### src/rtl/core/pmt_ram.sv
// Generic simple dual-port RAM, one write and one registered read port.
// Read-first when both ports hit the same address. No dependencies.
module pmt_ram #(
  parameter int WIDTH = 8,
  parameter int DEPTH = 16,
  localparam int AW = (DEPTH > 1) ? $clog2(DEPTH) : 1
) (
  input  logic             clk,
  input  logic             we,
  input  logic [AW-1:0]    waddr,
  input  logic [WIDTH-1:0] wdata,
  input  logic             re,
  input  logic [AW-1:0]    raddr,
  output logic [WIDTH-1:0] rdata
);

  logic [WIDTH-1:0] mem [DEPTH];
  logic [WIDTH-1:0] rdata_r;

  always_ff @(posedge clk) begin
    if (we) begin
      mem[waddr] <= wdata;
    end
    if (re) begin
      rdata_r <= mem[raddr];
    end
  end

  assign rdata = rdata_r;

endmodule

### config.mk
export PLATFORM = sky130hd
export DESIGN_NAME = pmt_ram
export DESIGN_NICKNAME = d
export VERILOG_FILES = /design/src/rtl/core/pmt_ram.sv
export SDC_FILE = /design/constraint.sdc
export NUM_CORES = 1
export LEC_CHECK = 0
export ABC_AREA = 1
export BUFFER_PORTS_ARGS = -buffer_cell sky130_fd_sc_hd__buf_2
export CAP_MARGIN = 20
export CORE_MARGIN = 4
export CORE_UTILIZATION = 50
export DETAILED_ROUTE_END_ITERATION = 10
export GPL_ROUTABILITY_DRIVEN = 0
export MAX_ROUTING_LAYER = met4
export PLACE_DENSITY_LB_ADDON = 0.12
export SYNTH_ARGS = -nofsm -noshare
export SYNTH_HDL_FRONTEND = slang
export SYNTH_SLANG_ARGS = --single-unit
### constraint.sdc
create_clock -name clk -period 1.4 [get_ports clk]
set_clock_uncertainty 0.1 [all_clocks]
set_input_delay 0 -clock clk [delete_from_list [all_inputs] [get_ports clk]]
set_output_delay 0 -clock clk [all_outputs]
set_load 0.03 [all_outputs]
==> impl_metrics.env <==
export IMPL_status="finished, final reports clean"
export IMPL_drive_gt1_share_pct=11.8
export IMPL_vias=3892
export IMPL_crit_path_start_kind="flip-flop"
export IMPL_cp_max_fo=1
export IMPL_yosys_area_top_type_share_pct=69.8
export IMPL_synth_simple_gate_area_share_pct=20.8
export IMPL_cp_required_ps=1470
export IMPL_num_nets_final=626
export IMPL_hold_viol=0
export IMPL_synth_compound_area_share_pct=0
export IMPL_synth_fa_ha_area_share_pct=0
export IMPL_synth_top_cells_by_area="edfxtp_1 70%, nand2_1 11%, nand3_1 8.3%"
export IMPL_crit_start="mem[3][7]"
export IMPL_timing_rr_end="rdata[7]"
export IMPL_synthMuxAreaShare_pct=0
export IMPL_yosysSeqAreaShare_pct=69.8
export IMPL_synth_xor_area_share_pct=0
export IMPL_antenna_found_initial=0
export IMPL_path_cells="inv_1, nand2_1, nand3_1, nand3_1, nand3_1, nand2_1"
export IMPL_avgViaCountPerCell=5.11
export IMPL_tritoncts="built"
export IMPL_hold_class="in -> reg"
export IMPL_synth_warnings=0
export IMPL_synth_edff_count=136
export IMPL_firstDrtPassIters=5
export IMPL_yosys_top_cells_count="173 x nand2_1, 136 x edfxtp_1, 100 x inv_1, 97 x nand3_1, 17 x nor2_1"
export IMPL_tns_ps=0
export IMPL_period_needed_ps=1210
export IMPL_io_buffers=26
export IMPL_synth_area_um2=5850
export IMPL_antenna_cells=0
export IMPL_cts_clk_slew_worst_paths_ps=50
export IMPL_cts_root_buffer="clkbuf_16"
export IMPL_ys_ff_latch=136
export IMPL_die_area_um2=13500
export IMPL_slowest_stage="edfxtp_1"
export IMPL_placed_cells=721
export IMPL_die_w_um=116
export IMPL_fmax_ghz=0.827
export IMPL_power_density_nw_per_um2=1340
export IMPL_cts_sinks=136
export IMPL_stdcell_count=761
export IMPL_critPathKind="reg -> reg"
export IMPL_grt_pass1_vias=3825
export IMPL_fin_crit_sh_pct=86.4
export IMPL_overflow=0
export IMPL_ant_nets=0
export IMPL_start_util_pct=51.2
export IMPL_worst_r2r_setup_slack_ps=190
export IMPL_fill_cells=937
export IMPL_areaGrowthSynthToFinish_pct=16.6
export IMPL_ff2ff_path_depth=6
export IMPL_synthArstFlopShare_pct=0
export IMPL_die_height_um=116
export IMPL_critPathMostFrequentCell="nand3_1"
export IMPL_placeableCoreArea_um2=11400
export IMPL_synth_top_family_by_area="simple AND/OR/NAND/NOR gates"
export IMPL_rsz0062_at_grt="no"
export IMPL_slew_viol_final=0
export IMPL_grt_pass1_wl_um=21100
export IMPL_cp_end_kind="flip-flop"
export IMPL_grt_use_total_pct=22.3
export IMPL_numCtsBuffers=17
export IMPL_synth_cell_types=11
export IMPL_crit_end="rdata[7]"
export IMPL_cap_violations=0
export IMPL_synthCells=551
export IMPL_yosysMostFrequentCell="nand2_1"
export IMPL_fin_worst_hold_slack_ps=114
export IMPL_hpwl_um=8250
export IMPL_arrival_ps=1280
export IMPL_p_leak_nw=2.96
export IMPL_syn_avg_cell_area_um2=10.6
export IMPL_synth_nets=570
export IMPL_ctsResizeCount=0
export IMPL_wl_um=13300
export IMPL_worstSkewPairLatency_ps=410
export IMPL_pin_count=27
export IMPL_yosys_area_top_type="edfxtp_1"
export IMPL_rows=39
export IMPL_critPathMaxStageDelay_ps=370
export IMPL_reg2reg_from="mem[3][7]"
export IMPL_hold_buffers=10
export IMPL_total_power_mw=9.13
export IMPL_ir_worst_vdd_uv=835
export IMPL_worst_slew_pin_transition_ps=600
export IMPL_drc=0
export IMPL_cts_buffer_depth=2
export IMPL_drtIter0Drc=361
export IMPL_finalSetupViolations=0
export IMPL_h_tree_depth=4
export IMPL_synthFlopType="edfxtp_1"
export IMPL_relSlewSlack_pct=59.9
export IMPL_wl_per_cell_um=17.5
export IMPL_grt_max_degree=65
export IMPL_post_cts_buffers=0
[layout make-up]
type	count	area [um^2]	area share (%)
clock buffers	23	448	6.57
clock inverters	7	55.1	0.807
inverters	102	383	5.62
multi-input cells	289	1210	17.8
flip-flops and latches	136	4080	59.9
well taps	143	179	2.62
repair buffers	61	455	6.68
[report_power, final]
part           leakage [nW]  internal [mW]  total, mW  switching [mW]
registers              1.24           4.59       4.62          0.0274
logic                  1.48          0.192      0.623           0.431
clock network         0.245           2.38       3.88            1.50
total                  2.96           7.17       9.13            1.96
[logic make-up after synthesis]
group | Yosys count
flops | 136
buf+inv | 126
simple gates | 289
[worst min-delay path by stage]
stage | endpoint | from | depth (start not counted)
6_report | rdata[1] | raddr[2] | 5
5_1_grt | mem[3][0] | we | 4
4_1_cts | rdata[1] | raddr[2] | 5
3_5_place_dp | rdata[4] | re | 1
3_3_place_gp | rdata[3] | re | 1
2_1_floorplan | mem[0][0] | wdata[0] | 0
[worst max-delay path: cells and delay by family, from the launching register on]
kind                   cells  cell delay [ps]
DFF                        1              370
and+or+nand+nor            5              430
buffers and inverters      1               60
[layer usage]
metal	global-route usage, %	vias to the layer above	wire length, um	share of wire (%)
li1	-	1888	-	-
met1	31.2	1840	6050	45
met2	31.5	138	6010	45
met3	5.23	26	940	7.1
met4	9.67	0	325	2.4
met5	-	-	0	0
[cell usage in the layout, fill, tap and decap left out]
| cell | n |
|---|---|
| inv_2 | 2 |
| nor2_1 | 17 |
| buf_12 | 3 |
| buf_2 | 26 |
| edfxtp_1 | 136 |
| nand3b_1 | 2 |
| clkinv_2 | 2 |
| inv_1 | 100 |
| clkbuf_1 | 6 |
| dlygate4sd3_1 | 10 |
| clkbuf_16 | 17 |
| clkinv_1 | 4 |
| nand2_1 | 173 |
| nand3_1 | 97 |
| buf_4 | 22 |
| bufinv_16 | 1 |
[registers in the layout, summed over array words and instances, names as in the netlist]
name	flops
rdata	8
mem	128
[per-stage QoR]
step                      utilization, %  setup slack [ps]  area, um^2
after detailed placement            54.4              93.9        6210
after global placement              54.4              92.9        6210
after CTS                           59.7               170        6820
after global routing                59.7               116        6820
final                               59.7               191        6820
after floorplan                        -               349        5850
Power figures use the tool's default switching activity.
