**src/rtl/core/pmt_pkg.sv**
```systemverilog
// Shared types and constants for the pair match min/max table.
// No dependencies; used by pmt_index, pmt_update and the top level.
package pmt_pkg;

  localparam int READ_ID_W = 7;
  localparam int CFG_W     = 7;
  localparam int SCORE_W   = 64;
  localparam int FREQ_W    = 32;
  localparam int COUNT_W   = 16;

  // triangular index arithmetic: (2n - a) is one bit wider than an id
  localparam int PROD_W = 2 * READ_ID_W + 1;
  localparam int IDX_W  = 2 * READ_ID_W;

  localparam int MAX_READS_DEF = 64;
  localparam int ID_MAX        = (1 << READ_ID_W) - 1;

  localparam logic [CFG_W-1:0]   NUM_READS_RST = CFG_W'(64);
  localparam logic [COUNT_W-1:0] COUNT_MAX     = '1;

  typedef enum logic {
    OP_UPDATE = 1'b0,
    OP_READ   = 1'b1
  } pmt_op_t;

  typedef enum logic {
    STAT_OK  = 1'b0,
    STAT_BAD = 1'b1
  } pmt_status_t;

  typedef struct packed {
    logic [COUNT_W-1:0]        count;
    logic signed [SCORE_W-1:0] lo_score;
    logic [FREQ_W-1:0]         lo_freq;
    logic signed [SCORE_W-1:0] hi_score;
    logic [FREQ_W-1:0]         hi_freq;
  } pmt_entry_t;

  // pair check result: in-range flag and flat table index
  typedef struct packed {
    logic             ok;
    logic [IDX_W-1:0] idx;
  } pmt_loc_t;

endpackage

```
**src/rtl/core/pmt_update.sv**
```systemverilog
// Entry modify step: count bump with saturation and min/max replacement.
// Depends on pmt_pkg.
module pmt_update
  import pmt_pkg::*;
(
  input  pmt_op_t                   op,
  input  logic signed [SCORE_W-1:0] seed_score,
  input  logic [FREQ_W-1:0]         seed_freq,
  input  pmt_entry_t                cur,
  output pmt_entry_t                nxt,
  output logic                      we
);

  always_comb begin
    nxt = cur;
    we  = 1'b0;
    unique case (op)
      OP_UPDATE: begin
        we = 1'b1;
        if (cur.count == '0) begin
          nxt.count    = COUNT_W'(1);
          nxt.lo_score = seed_score;
          nxt.lo_freq  = seed_freq;
          nxt.hi_score = seed_score;
          nxt.hi_freq  = seed_freq;
        end else begin
          if (cur.count != COUNT_MAX) begin
            nxt.count = cur.count + COUNT_W'(1);
          end
          // min has priority; a new max only when not a new min
          if (seed_score < cur.lo_score) begin
            nxt.lo_score = seed_score;
            nxt.lo_freq  = seed_freq;
          end else if (cur.hi_score < seed_score) begin
            nxt.hi_score = seed_score;
            nxt.hi_freq  = seed_freq;
          end
        end
      end
      OP_READ: begin
        we = 1'b0;
      end
      default: begin
        we = 1'b0;
      end
    endcase
  end

endmodule

```
**config.mk**
```make
export PLATFORM = sky130hd
export DESIGN_NAME = pmt_update
export DESIGN_NICKNAME = d
export VERILOG_FILES = /design/src/rtl/core/pmt_pkg.sv /design/src/rtl/core/pmt_update.sv
export SDC_FILE = /design/constraint.sdc
export NUM_CORES = 1
export LEC_CHECK = 0
export ABC_AREA = 1
export CAP_MARGIN = 40
export CORE_AREA = 2 2 202 204
export DETAILED_ROUTE_END_ITERATION = 6
export DIE_AREA = 0 0 204 206
export DONT_BUFFER_PORTS = 1
export PLACE_DENSITY = 0.38
export SETUP_SLACK_MARGIN = 0.3
export SLEW_MARGIN = 30
export SYNTH_ARGS = -nofsm -noshare
export SYNTH_HDL_FRONTEND = slang
export SYNTH_SLANG_ARGS = --single-unit
export TNS_END_PERCENT = 30
```
**constraint.sdc**
```tcl
create_clock -name vclk -period 2.75
set_clock_uncertainty 0.2 [all_clocks]
set_input_delay 0.275 -clock vclk [all_inputs]
set_output_delay 0.275 -clock vclk [all_outputs]
set_load 0.05 [all_outputs]
```
==> metrics.yaml <==
instances_no_fill: 1995
timing.final.ws_setup_ps: -309.1
seq_cells: 0
synthAdderAreaFrac_pct: 25.54
wl_per_cell_um: 20.55
seq_area_um2: 0
antenna_found_initial: 1
power_density_nw_per_um2: 341.7
synth_top_family_by_area: "simple AND/OR/NAND/NOR gates"
leakagePower_nw: 6.919
crit_path_end_kind: "output port"
holdPathEnd: "nxt[156]"
dr.pass1.iters: 6
synthCells: 1195
ys_types: 30
io_buffers: 0
drc: 0
grt_pass1_vias: 8859
path_class: "in2out"
grt_max_degree: 87
layout_commonest_cell: "nand2_1"
pin_count: 514
fin_nets: 1897
synth_xor_xnor_area_share_pct: 0.8380
max-vdd-ir-drop_mv: 0.1362
die_h_um: 206
cp.required_ps: 2280
clkbuf_count: 0
ys_warn_count: 0
ant_nets: 0
syn-cell-area_um2: 6271
synth_compound_area_share_pct: 13.79
yosys-mux-area-fraction_pct: 0
wl_um: 41010
synth_simple_gate_area_share_pct: 45.05
routed_via_density: 4.566
cap_violations: 0
min_period_ps: 3059
worstPathArrival_ps: 2580
drive_gt1_share_pct: 50.00
synth-seq-area-share_pct: 0
start_util_pct: 15.61
final_core_util_pct: 35.63
status: "finished with violations"
finalCritPeriodShare_pct: 111.2
die_area_um2: 42020
min_path_cells: 2
grt_pass1_wl_um: 55590
cts_hold_buf: 0
violations: "negative setup slack"
max_slew_margin_pct: 62.58
coreArea_um2: 40180
crit_fanout: 11
start_kind: "primary input"
worst_slew_pin_slew_ps: 561.3
hp-class: "in2out"
layout_common_cells: "nand2_1, buf_12, nand2_2, inv_1, nand3_1"
dpl.cell_count: 1955
synth.avg_cell_area_um2: 5.248
hold_violations: 0
fin_setup_tns_ps: -43380
min-delay-start: "cur[156]"
synth_nets: 1628
dp_hpwl_um: 31940
area_delta_synth_final_pct: 128.3
rows: 74
grt.total_usage_pct: 17.16
rsz0062_at_grt: "true"
fmax_mhz: 326.9
dr_total_vias: 9109
p_total_mw: 4.893
slew_violations: 0
drt_iter0_markers: 489
overflow: 0
die_width_um: 204
gp_congestion: 0.8589
setup_violations: 192
-- stage by stage --
step | hold slack (ps) | instance area (µm²) | setup slack (ps)
after CTS | 515.9 | 13190 | -340.9
after floorplan | 503.7 | 7321 | -122.3
after detailed placement | 515.9 | 12130 | -608.3
after global routing | 522.5 | 14320 | -457.7
after global placement | 513.1 | 12130 | -638.3
final | 513.8 | 14320 | -309.1
-- power breakdown --
group | total (mW) | leakage [nW] | switching (mW) | internal [mW]
clock | 0.0000000488 | 0.00000634 | 0 | 0.0000000488
combinational | 4.89 | 6.92 | 2.74 | 2.16
sequential | 0 | 0 | 0 | 0
-- logic make-up (layout without fill, tap and decap cells) --
kind of cell	after synthesis	in the layout
compound gates	169	169
xor+xnor	6	6
fa+ha+maj	128	128
buf+inv	220	487
other cells	0	1
simple gates	672	672
-- area by class of cell --
cell class,count,area (µm²)
multi-input combinational,975,7596
timing repair buffer,323,5360
antenna,1,2.502
tap,532,665.6
fill,4259,25860
inverter,164,694.4
-- worst max-delay path, stage by stage --
cell and delay [ps]:
inv_1 20, ha_1 280, nand2_1 70, nor2_1 160
nand4_1 230, nor3b_4 230, buf_4 130, nand2_2 60
nand2_1 60, nand2_1 60, nand2_2 80, nand3_4 130
buf_12 180, buf_12 130, buf_16 150, nand3_1 90
nand2_2 80, buf_12 150
-- synth_stat cells, drive strengths merged --
library cell | n | area, µm²
xor2 | 3 | 26.28
a21o | 2 | 15.01
nor2 | 39 | 146.4
a21oi | 69 | 345.3
nor3 | 18 | 95.09
xnor2 | 3 | 26.28
o21ai | 92 | 460.4
nand4 | 14 | 87.58
a31oi | 1 | 6.260
buf | 34 | 229.0
o211ai | 3 | 22.52
nand3b | 2 | 15.01
nor3b | 2 | 20.02
clkbuf | 22 | 82.58
inv | 164 | 615.6
nand3 | 147 | 745.7
ha | 128 | 1602
nand2 | 444 | 1672
a211oi | 2 | 15.01
and3 | 1 | 6.260
nor4 | 5 | 37.53
-- worst max path at each step --
stage / start / end
2_1_floorplan: cur[163] / nxt[96]
3_3_place_gp: seed_score[31] / nxt[34]
3_5_place_dp: seed_score[31] / nxt[34]
4_1_cts: seed_score[31] / nxt[24]
5_1_grt: seed_score[63] / nxt[26]
6_report: seed_score[39] / nxt[42]
-- per-layer routing --
metal  vias up  wire length, µm  global-route usage, %
met5         -                0                      0
met4         0              784                  3.183
met3        36             2471                  3.091
met2       308            20060                  29.66
met1      4323            17690                  22.35
li1       4442                -                      -
-- repair_timing --
item                       CTS  global route
gates cloned                 9            12
pin swaps                   45            46
setup buffers               11             7
gates resized for setup    197           171
setup endpoints to repair  195           198
(Power assumes the default switching activity.)
