--- src/rtl/core/pmt_pkg.sv ---
// Shared types and constants for the pair match min/max table.
// No dependencies; used by pmt_index, pmt_update and the top level.
package pmt_pkg;

  localparam int READ_ID_W = 7;
  localparam int CFG_W     = 7;
  localparam int SCORE_W   = 64;
  localparam int FREQ_W    = 32;
  localparam int COUNT_W   = 16;

  // triangular index arithmetic: (2n - a) is one bit wider than an id
  localparam int PROD_W = 2 * READ_ID_W + 1;
  localparam int IDX_W  = 2 * READ_ID_W;

  localparam int MAX_READS_DEF = 64;
  localparam int ID_MAX        = (1 << READ_ID_W) - 1;

  localparam logic [CFG_W-1:0]   NUM_READS_RST = CFG_W'(64);
  localparam logic [COUNT_W-1:0] COUNT_MAX     = '1;

  typedef enum logic {
    OP_UPDATE = 1'b0,
    OP_READ   = 1'b1
  } pmt_op_t;

  typedef enum logic {
    STAT_OK  = 1'b0,
    STAT_BAD = 1'b1
  } pmt_status_t;

  typedef struct packed {
    logic [COUNT_W-1:0]        count;
    logic signed [SCORE_W-1:0] lo_score;
    logic [FREQ_W-1:0]         lo_freq;
    logic signed [SCORE_W-1:0] hi_score;
    logic [FREQ_W-1:0]         hi_freq;
  } pmt_entry_t;

  // pair check result: in-range flag and flat table index
  typedef struct packed {
    logic             ok;
    logic [IDX_W-1:0] idx;
  } pmt_loc_t;

endpackage

--- src/rtl/core/pmt_index.sv ---
// Pair range check and triangular index: ((2n-a)(a-1))/2 + b-a-1.
// Depends on pmt_pkg.
module pmt_index
  import pmt_pkg::*;
#(
  parameter int MAX_READS = MAX_READS_DEF
) (
  input  logic [CFG_W-1:0]     num_reads,
  input  logic [READ_ID_W-1:0] read_a,
  input  logic [READ_ID_W-1:0] read_b,
  output pmt_loc_t             loc
);

  // n is capped by the table size and can never exceed the id range
  localparam int NCAP = (MAX_READS > ID_MAX) ? ID_MAX : MAX_READS;
  localparam logic [CFG_W-1:0] N_CAP = CFG_W'(NCAP);

  logic [CFG_W-1:0]     n_eff;
  logic [READ_ID_W:0]   two_n_m_a;
  logic [READ_ID_W-1:0] a_m1;
  logic [READ_ID_W-1:0] offs;
  logic [PROD_W-1:0]    prod;

  always_comb begin
    n_eff     = (num_reads > N_CAP) ? N_CAP : num_reads;
    two_n_m_a = {n_eff, 1'b0} - {1'b0, read_a};
    a_m1      = read_a - READ_ID_W'(1);
    offs      = read_b - read_a - READ_ID_W'(1);
    prod      = PROD_W'(two_n_m_a) * PROD_W'(a_m1);
    loc.ok    = (read_a != '0) && (read_a < read_b) &&
                (CFG_W'(read_b) <= n_eff);
    loc.idx   = prod[PROD_W-1:1] + IDX_W'(offs);
  end

endmodule

--- config.mk ---
export PLATFORM = sky130hd
export DESIGN_NAME = pmt_index
export DESIGN_NICKNAME = d
export VERILOG_FILES = /design/src/rtl/core/pmt_pkg.sv /design/src/rtl/core/pmt_index.sv
export SDC_FILE = /design/constraint.sdc
export NUM_CORES = 1
export LEC_CHECK = 0
export ABC_AREA = 1
export BUFFER_PORTS_ARGS = -buffer_cell sky130_fd_sc_hd__buf_4
export CAP_MARGIN = 20
export CORE_MARGIN = 2
export CORE_UTILIZATION = 40
export DETAILED_ROUTE_END_ITERATION = 16
export SYNTH_ARGS = -nofsm -noshare
export SYNTH_HDL_FRONTEND = slang
export SYNTH_SLANG_ARGS = --single-unit
export TNS_END_PERCENT = 20
--- constraint.sdc ---
create_clock -name vclk -period 10.58
set_clock_uncertainty 0.2 [all_clocks]
set_input_delay 0.529 -clock vclk [all_inputs]
set_output_delay 0.529 -clock vclk [all_outputs]
set_load 0.05 [all_outputs]
==> impl_metrics.csv, run 1 <==
group,metric,value,unit
grt,grt_pass1_vias,3142,
synth,synth.largest_area_cell,"ha_1",
clock_tree,post-cts-setup-buffer-count,0,
timing,finalCritPeriodShare,0.683,
timing,max_freq,138,MHz
timing,tightest_slew,629,ps
outcome,status,"completed",
synth,synth_area_leaders,"ha_1, fa_1, nand2_1",
final_layout,final_layout_size_suffix_gt1_frac,0.132,
timing,finalSetupTns,0,ps
final_layout,design.seq.count,0,
detailed_routing,vias,3098,
critical_path,crit_family,"adder cells",
floorplanning,die_area,9330,µm²
place,io_buffers,36,
detailed_routing,via_per_inst,4.81,
place,dpl.hpwl,7.01,mm
grt,grt_pass1_wl,13.4,mm
synth,synth_commonest_cells,"nand2_1, inv_1, ha_1",
final_layout,final_nets,661,
floorplanning,num_rows,33,
final_layout,n_antenna_cell,0,
synth,syn-instance-count,504,
synth,yosysMostFrequentCell,"nand2_1",
final_layout,final_util,0.464,
critical_path,worst-path-max-fanout,7,
critical_path,end_kind,"primary output",
detailed_routing,drt_iter0_drc,53,
synth,ys_seq_area_frac,0,
detailed_routing,routedWlPerCell,11.9,µm
clock_tree,cts_hold_buf,0,
critical_path,slowest_delay,530,ps
floorplanning,pin_count,36,
critical_path,cpMaxStageDelayCell,"fa_1",
timing,hold_violations,0,
grt,antenna_found_initial,0,
synth,netlist_area,3430,µm²
critical_path,worstPathArrival,6500,ps
critical_path,crit_buf_inv,7,
place,globalplace.congestion,0.880,
synth,avgSynthCellArea,6.81,µm²
detailed_routing,maxUsedRoutingLayer,"met4",
synth,synthDominantCellAreaShare,0.244,
timing,finalCriticalPeriod,7230,ps
detailed_routing,drc,0,
critical_path,required,9850,ps
grt,grt-ovfl-total,0,
detailed_routing,dr.pass1.iters,4,
synth,syn-num-nets,624,
flow_run,max-cap-violations,0,
critical_path,startpoint_type,"input port",
final_layout,syn_to_final_growth,11.6,%
min_path,hold_path.class,"in -> out",
floorplanning,dieHeight,96.6,µm
timing,rsz0062_at_grt,"no",
detailed_routing,drtAntennaViolNets,0,
synth,yosys.cell_types.count,37,
floorplanning,die_w,96.6,µm
floorplanning,core,8260,µm²
timing,timing.slew.headroom,0.578,
detailed_routing,wl_met2,3.85,mm
grt,grt_start_max_net_pins,14,
detailed_routing,wl_met1,3.63,mm
clock_tree,cts_resized,0,
detailed_routing,wl_met3,134,µm
final_layout,seqCellArea,0,µm²
critical_path,crit_type,"in -> out",
floorplanning,start_util,0.415,
detailed_routing,routed_wl,7.65,mm
timing,setup_viol,0,
synth,ys_warn_count,0,
grt,grt_util_all_layers,0.165,
timing,final_max_slew_viol_count,0,
final_layout,clockBufferCount,0,
==> cell type report <==
| type | count | area, µm² |
|---|---|---|
| tap | 105 | 131 |
| timing repair buffer | 36 | 270 |
| multi-input combinational | 394 | 3020 |
| fill | 915 | 4430 |
| inverter | 109 | 409 |
==> stage by stage <==
step                setup slack [ps]  area [µm²]  hold WS, ps  instances
floorplan                       3490        3430         1240        504
global placement                3480        3830         1400        644
detailed placement              3310        3830         1410        644
CTS                             3320        3830         1410        644
global route                    2820        3830         1420        644
finish                          3350        3830         1400        644
==> path summary, 6_finish.rpt <==
check    startpoint  endpoint  slack [ps]  cells past startpoint
max    num_reads[6]    loc[9]        3350                     28
min       read_b[0]    loc[0]        1400                      4
==> metal layers <==
metal  GRT usage  vias to the layer above
met2       0.319                       50
met5           0                        -
met3     0.00434                        2
met4      0.0130                        0
met1       0.212                     1410
li1            -                     1636
==> layout by cell type (no fill, tap or decap), types with 3 or more instances in the layout <==
master and n:
xor2_1 12, ha_1 67, o21ai_0 7, a31oi_1 4, nand2_2 7, nand2_1 107, or2_2 6, inv_2 3
nor2_4 3, nand3_1 22, xnor2_1 15, fa_1 32, a21oi_1 21, nand3_2 3, buf_4 36, nand4_1 7
inv_1 105, nor2_1 58
==> cells by family (layout without fill, tap and decap cells) <==
kind of cell,count (synthesis),in the layout,synth area share
adders and majority gates,99,99,0.431
buffers and inverters,110,145,0.120
AOI/OAI and AO/OA,40,40,0.0675
xor gates and xnor gates,29,29,0.0784
and+or+nand+nor,226,226,0.303
Power of run 1 is left out: the tool's default activity adds up to more than one toggle a clock period on the data nets, which glitch-free logic cannot reach.
==> run 2, diff against run 1 <==
- ABC_AREA: 1 -> 0
- clock period: 10.58 -> 5.9 ns (I/O delays scaled with it)
==> impl_metrics.csv, run 2 <==
group,metric,value,unit
timing,final_max_slew_viol_count,0,
final_layout,fin_cells,613,
detailed_routing,drtAntennaViolNets,0,
place,io_buffers,36,
synth,netlist_area,3090,µm²
synth,ys_warn_count,0,
flow_run,max-cap-violations,0,
synth,ys_seq_area_frac,0,
timing,hold_violations,0,
critical_path,slowest_delay,540,ps
timing,timing.slew.headroom,0.700,
final_layout,fill_cells,719,
synth,yosysMostFrequentCell,"ha_1",
min_path,whs_endpoint,"loc[14]",
final_layout,design.seq.count,0,
timing,finalCriticalPeriod,6660,ps
timing,setup_viol,8,
detailed_routing,routed_wl,7.76,mm
critical_path,required,5410,ps
grt,met3_usage,0.00740,
final_layout,syn_to_final_growth,45.4,%
detailed_routing,drt_iter0_drc,81,
synth,synth_area_leaders,"ha_1, fa_1, inv_1",
grt,grt-busiest-layer,"met2",
floorplanning,core,7610,µm²
grt,grt_pass1_vias,3178,
floorplanning,dieHeight,91.8,µm
timing,rsz0062_at_grt,"yes",
outcome,status,"complete, but fails checks",
grt,grt_util_all_layers,0.196,
synth,synthDominantCellAreaShare,0.272,
place,globalplace.congestion,0.869,
grt,grt_pass1_wl,14.0,mm
outcome,violations,"negative setup slack",
critical_path,startpoint_type,"input port",
synth,synth.largest_area_cell,"ha_1",
floorplanning,start_util,0.406,
timing,tightest_slew,447,ps
place,dpl-instance-area,4270,µm²
final_layout,layout_commonest_cell,"buf_4",
detailed_routing,drc,0,
final_layout,final_nets,633,
critical_path,crit_type,"in -> out",
place,placed_cells,604,
detailed_routing,dr.pass1.iters,4,
synth,syn-num-nets,504,
min_path,hold_path.class,"in -> out",
floorplanning,die_area,8440,µm²
floorplanning,pin_count,36,
grt,antenna_found_initial,0,
grt,grt-ovfl-total,0,
detailed_routing,routedWlPerCell,12.7,µm
final_layout,final_util,0.590,
critical_path,cpMaxStageDelayCell,"fa_1",
synth,syn-instance-count,384,
final_layout,final_layout_size_suffix_gt1_frac,0.356,
critical_path,worstPathArrival,6170,ps
min_path,min-delay-start,"read_a[6]",
critical_path,end_kind,"primary output",
timing,finalSetupTns,-4580,ps
timing,postLayoutSetupSlackWorst,-763,ps
critical_path,crit_family,"adder cells",
floorplanning,num_rows,32,
grt,grt.met1_usage,0.266,
final_layout,clockBufferCount,0,
final_layout,stdcell_area,4490,µm²
clock_tree,cts_hold_buf,0,
final_layout,final_cell_mix,"buf_4, ha_1, inv_1",
timing,max_freq,150,MHz
floorplanning,die_w,91.8,µm
grt,grt_start_max_net_pins,11,
detailed_routing,vias,2989,
place,dpl.hpwl,6.68,mm
final_layout,seqCellArea,0,µm²
grt,use_met2,0.360,
synth,yosys.cell_types.count,43,
synth,avgSynthCellArea,8.04,µm²
critical_path,crit_buf_inv,10,
timing,finalCritPeriodShare,1.13,
critical_path,worst-path-max-fanout,4,
min_path,hold_path_depth,4,
critical_path,cpMostUsedCell,"fa_1",
detailed_routing,via_per_inst,4.88,
final_layout,n_antenna_cell,0,
synth,synth_commonest_cells,"ha_1, inv_1, nor2_1",
## run 2: changes by cell type in the layout (fill, tap and decap cells not counted), moves of 9 or more
cell      previous run  this run
nand3_1             22         6
buf_4               36       120
nand2_1            107        10
inv_1              105        60
a21o_1               1        10
nand2b_1             1        10
## run 2: worst max-delay path by stage
stage / from / end / slack [ps] / depth (start not counted)
floorplan: num_reads[6] / loc[12] / -510 / 25
global placement: num_reads[6] / loc[12] / -620 / 31
detailed placement: num_reads[6] / loc[13] / -700 / 31
CTS: num_reads[6] / loc[13] / -580 / 30
global route: num_reads[6] / loc[13] / -950 / 30
finish: num_reads[6] / loc[13] / -760 / 30
## run 2: metrics by stage
step | worst slack (ps) | hold WS [ps]
6_report | -763 | 855
5_1_grt | -949 | 894
4_1_cts | -581 | 852
3_5_place_dp | -698 | 852
3_3_place_gp | -617 | 850
2_1_floorplan | -507 | 767
## run 2: logic make-up (layout without fill, tap and decap cells)
family / Yosys count / after routing / share of synthesized area
mux: 2 / 2 / 0.00649
compound gates: 66 / 66 / 0.148
xor+xnor: 34 / 34 / 0.0965
fa+ha+maj: 99 / 99 / 0.479
buf+inv: 68 / 195 / 0.0827
simple gates: 115 / 115 / 0.187
## run 2: per-layer routing
layer,share of wire,vias to the layer above
li1,-,1517
met1,0.46,1415
met2,0.49,47
met3,0.028,10
met4,0.016,0
met5,0,-
## run 2: layout make-up
type,count,area (µm²),area share
multi-input combinational,316,3090,0.688
inverter,66,267,0.0594
tap,102,128,0.0284
timing repair buffer,129,1010,0.224
## run 2: repair_timing
item	CTS	global route
buffers inserted	5	4
resized for setup	11	26
endpoints found under the setup margin	8	9
pin swaps	8	22
Power of run 2 is left out for the same reason.
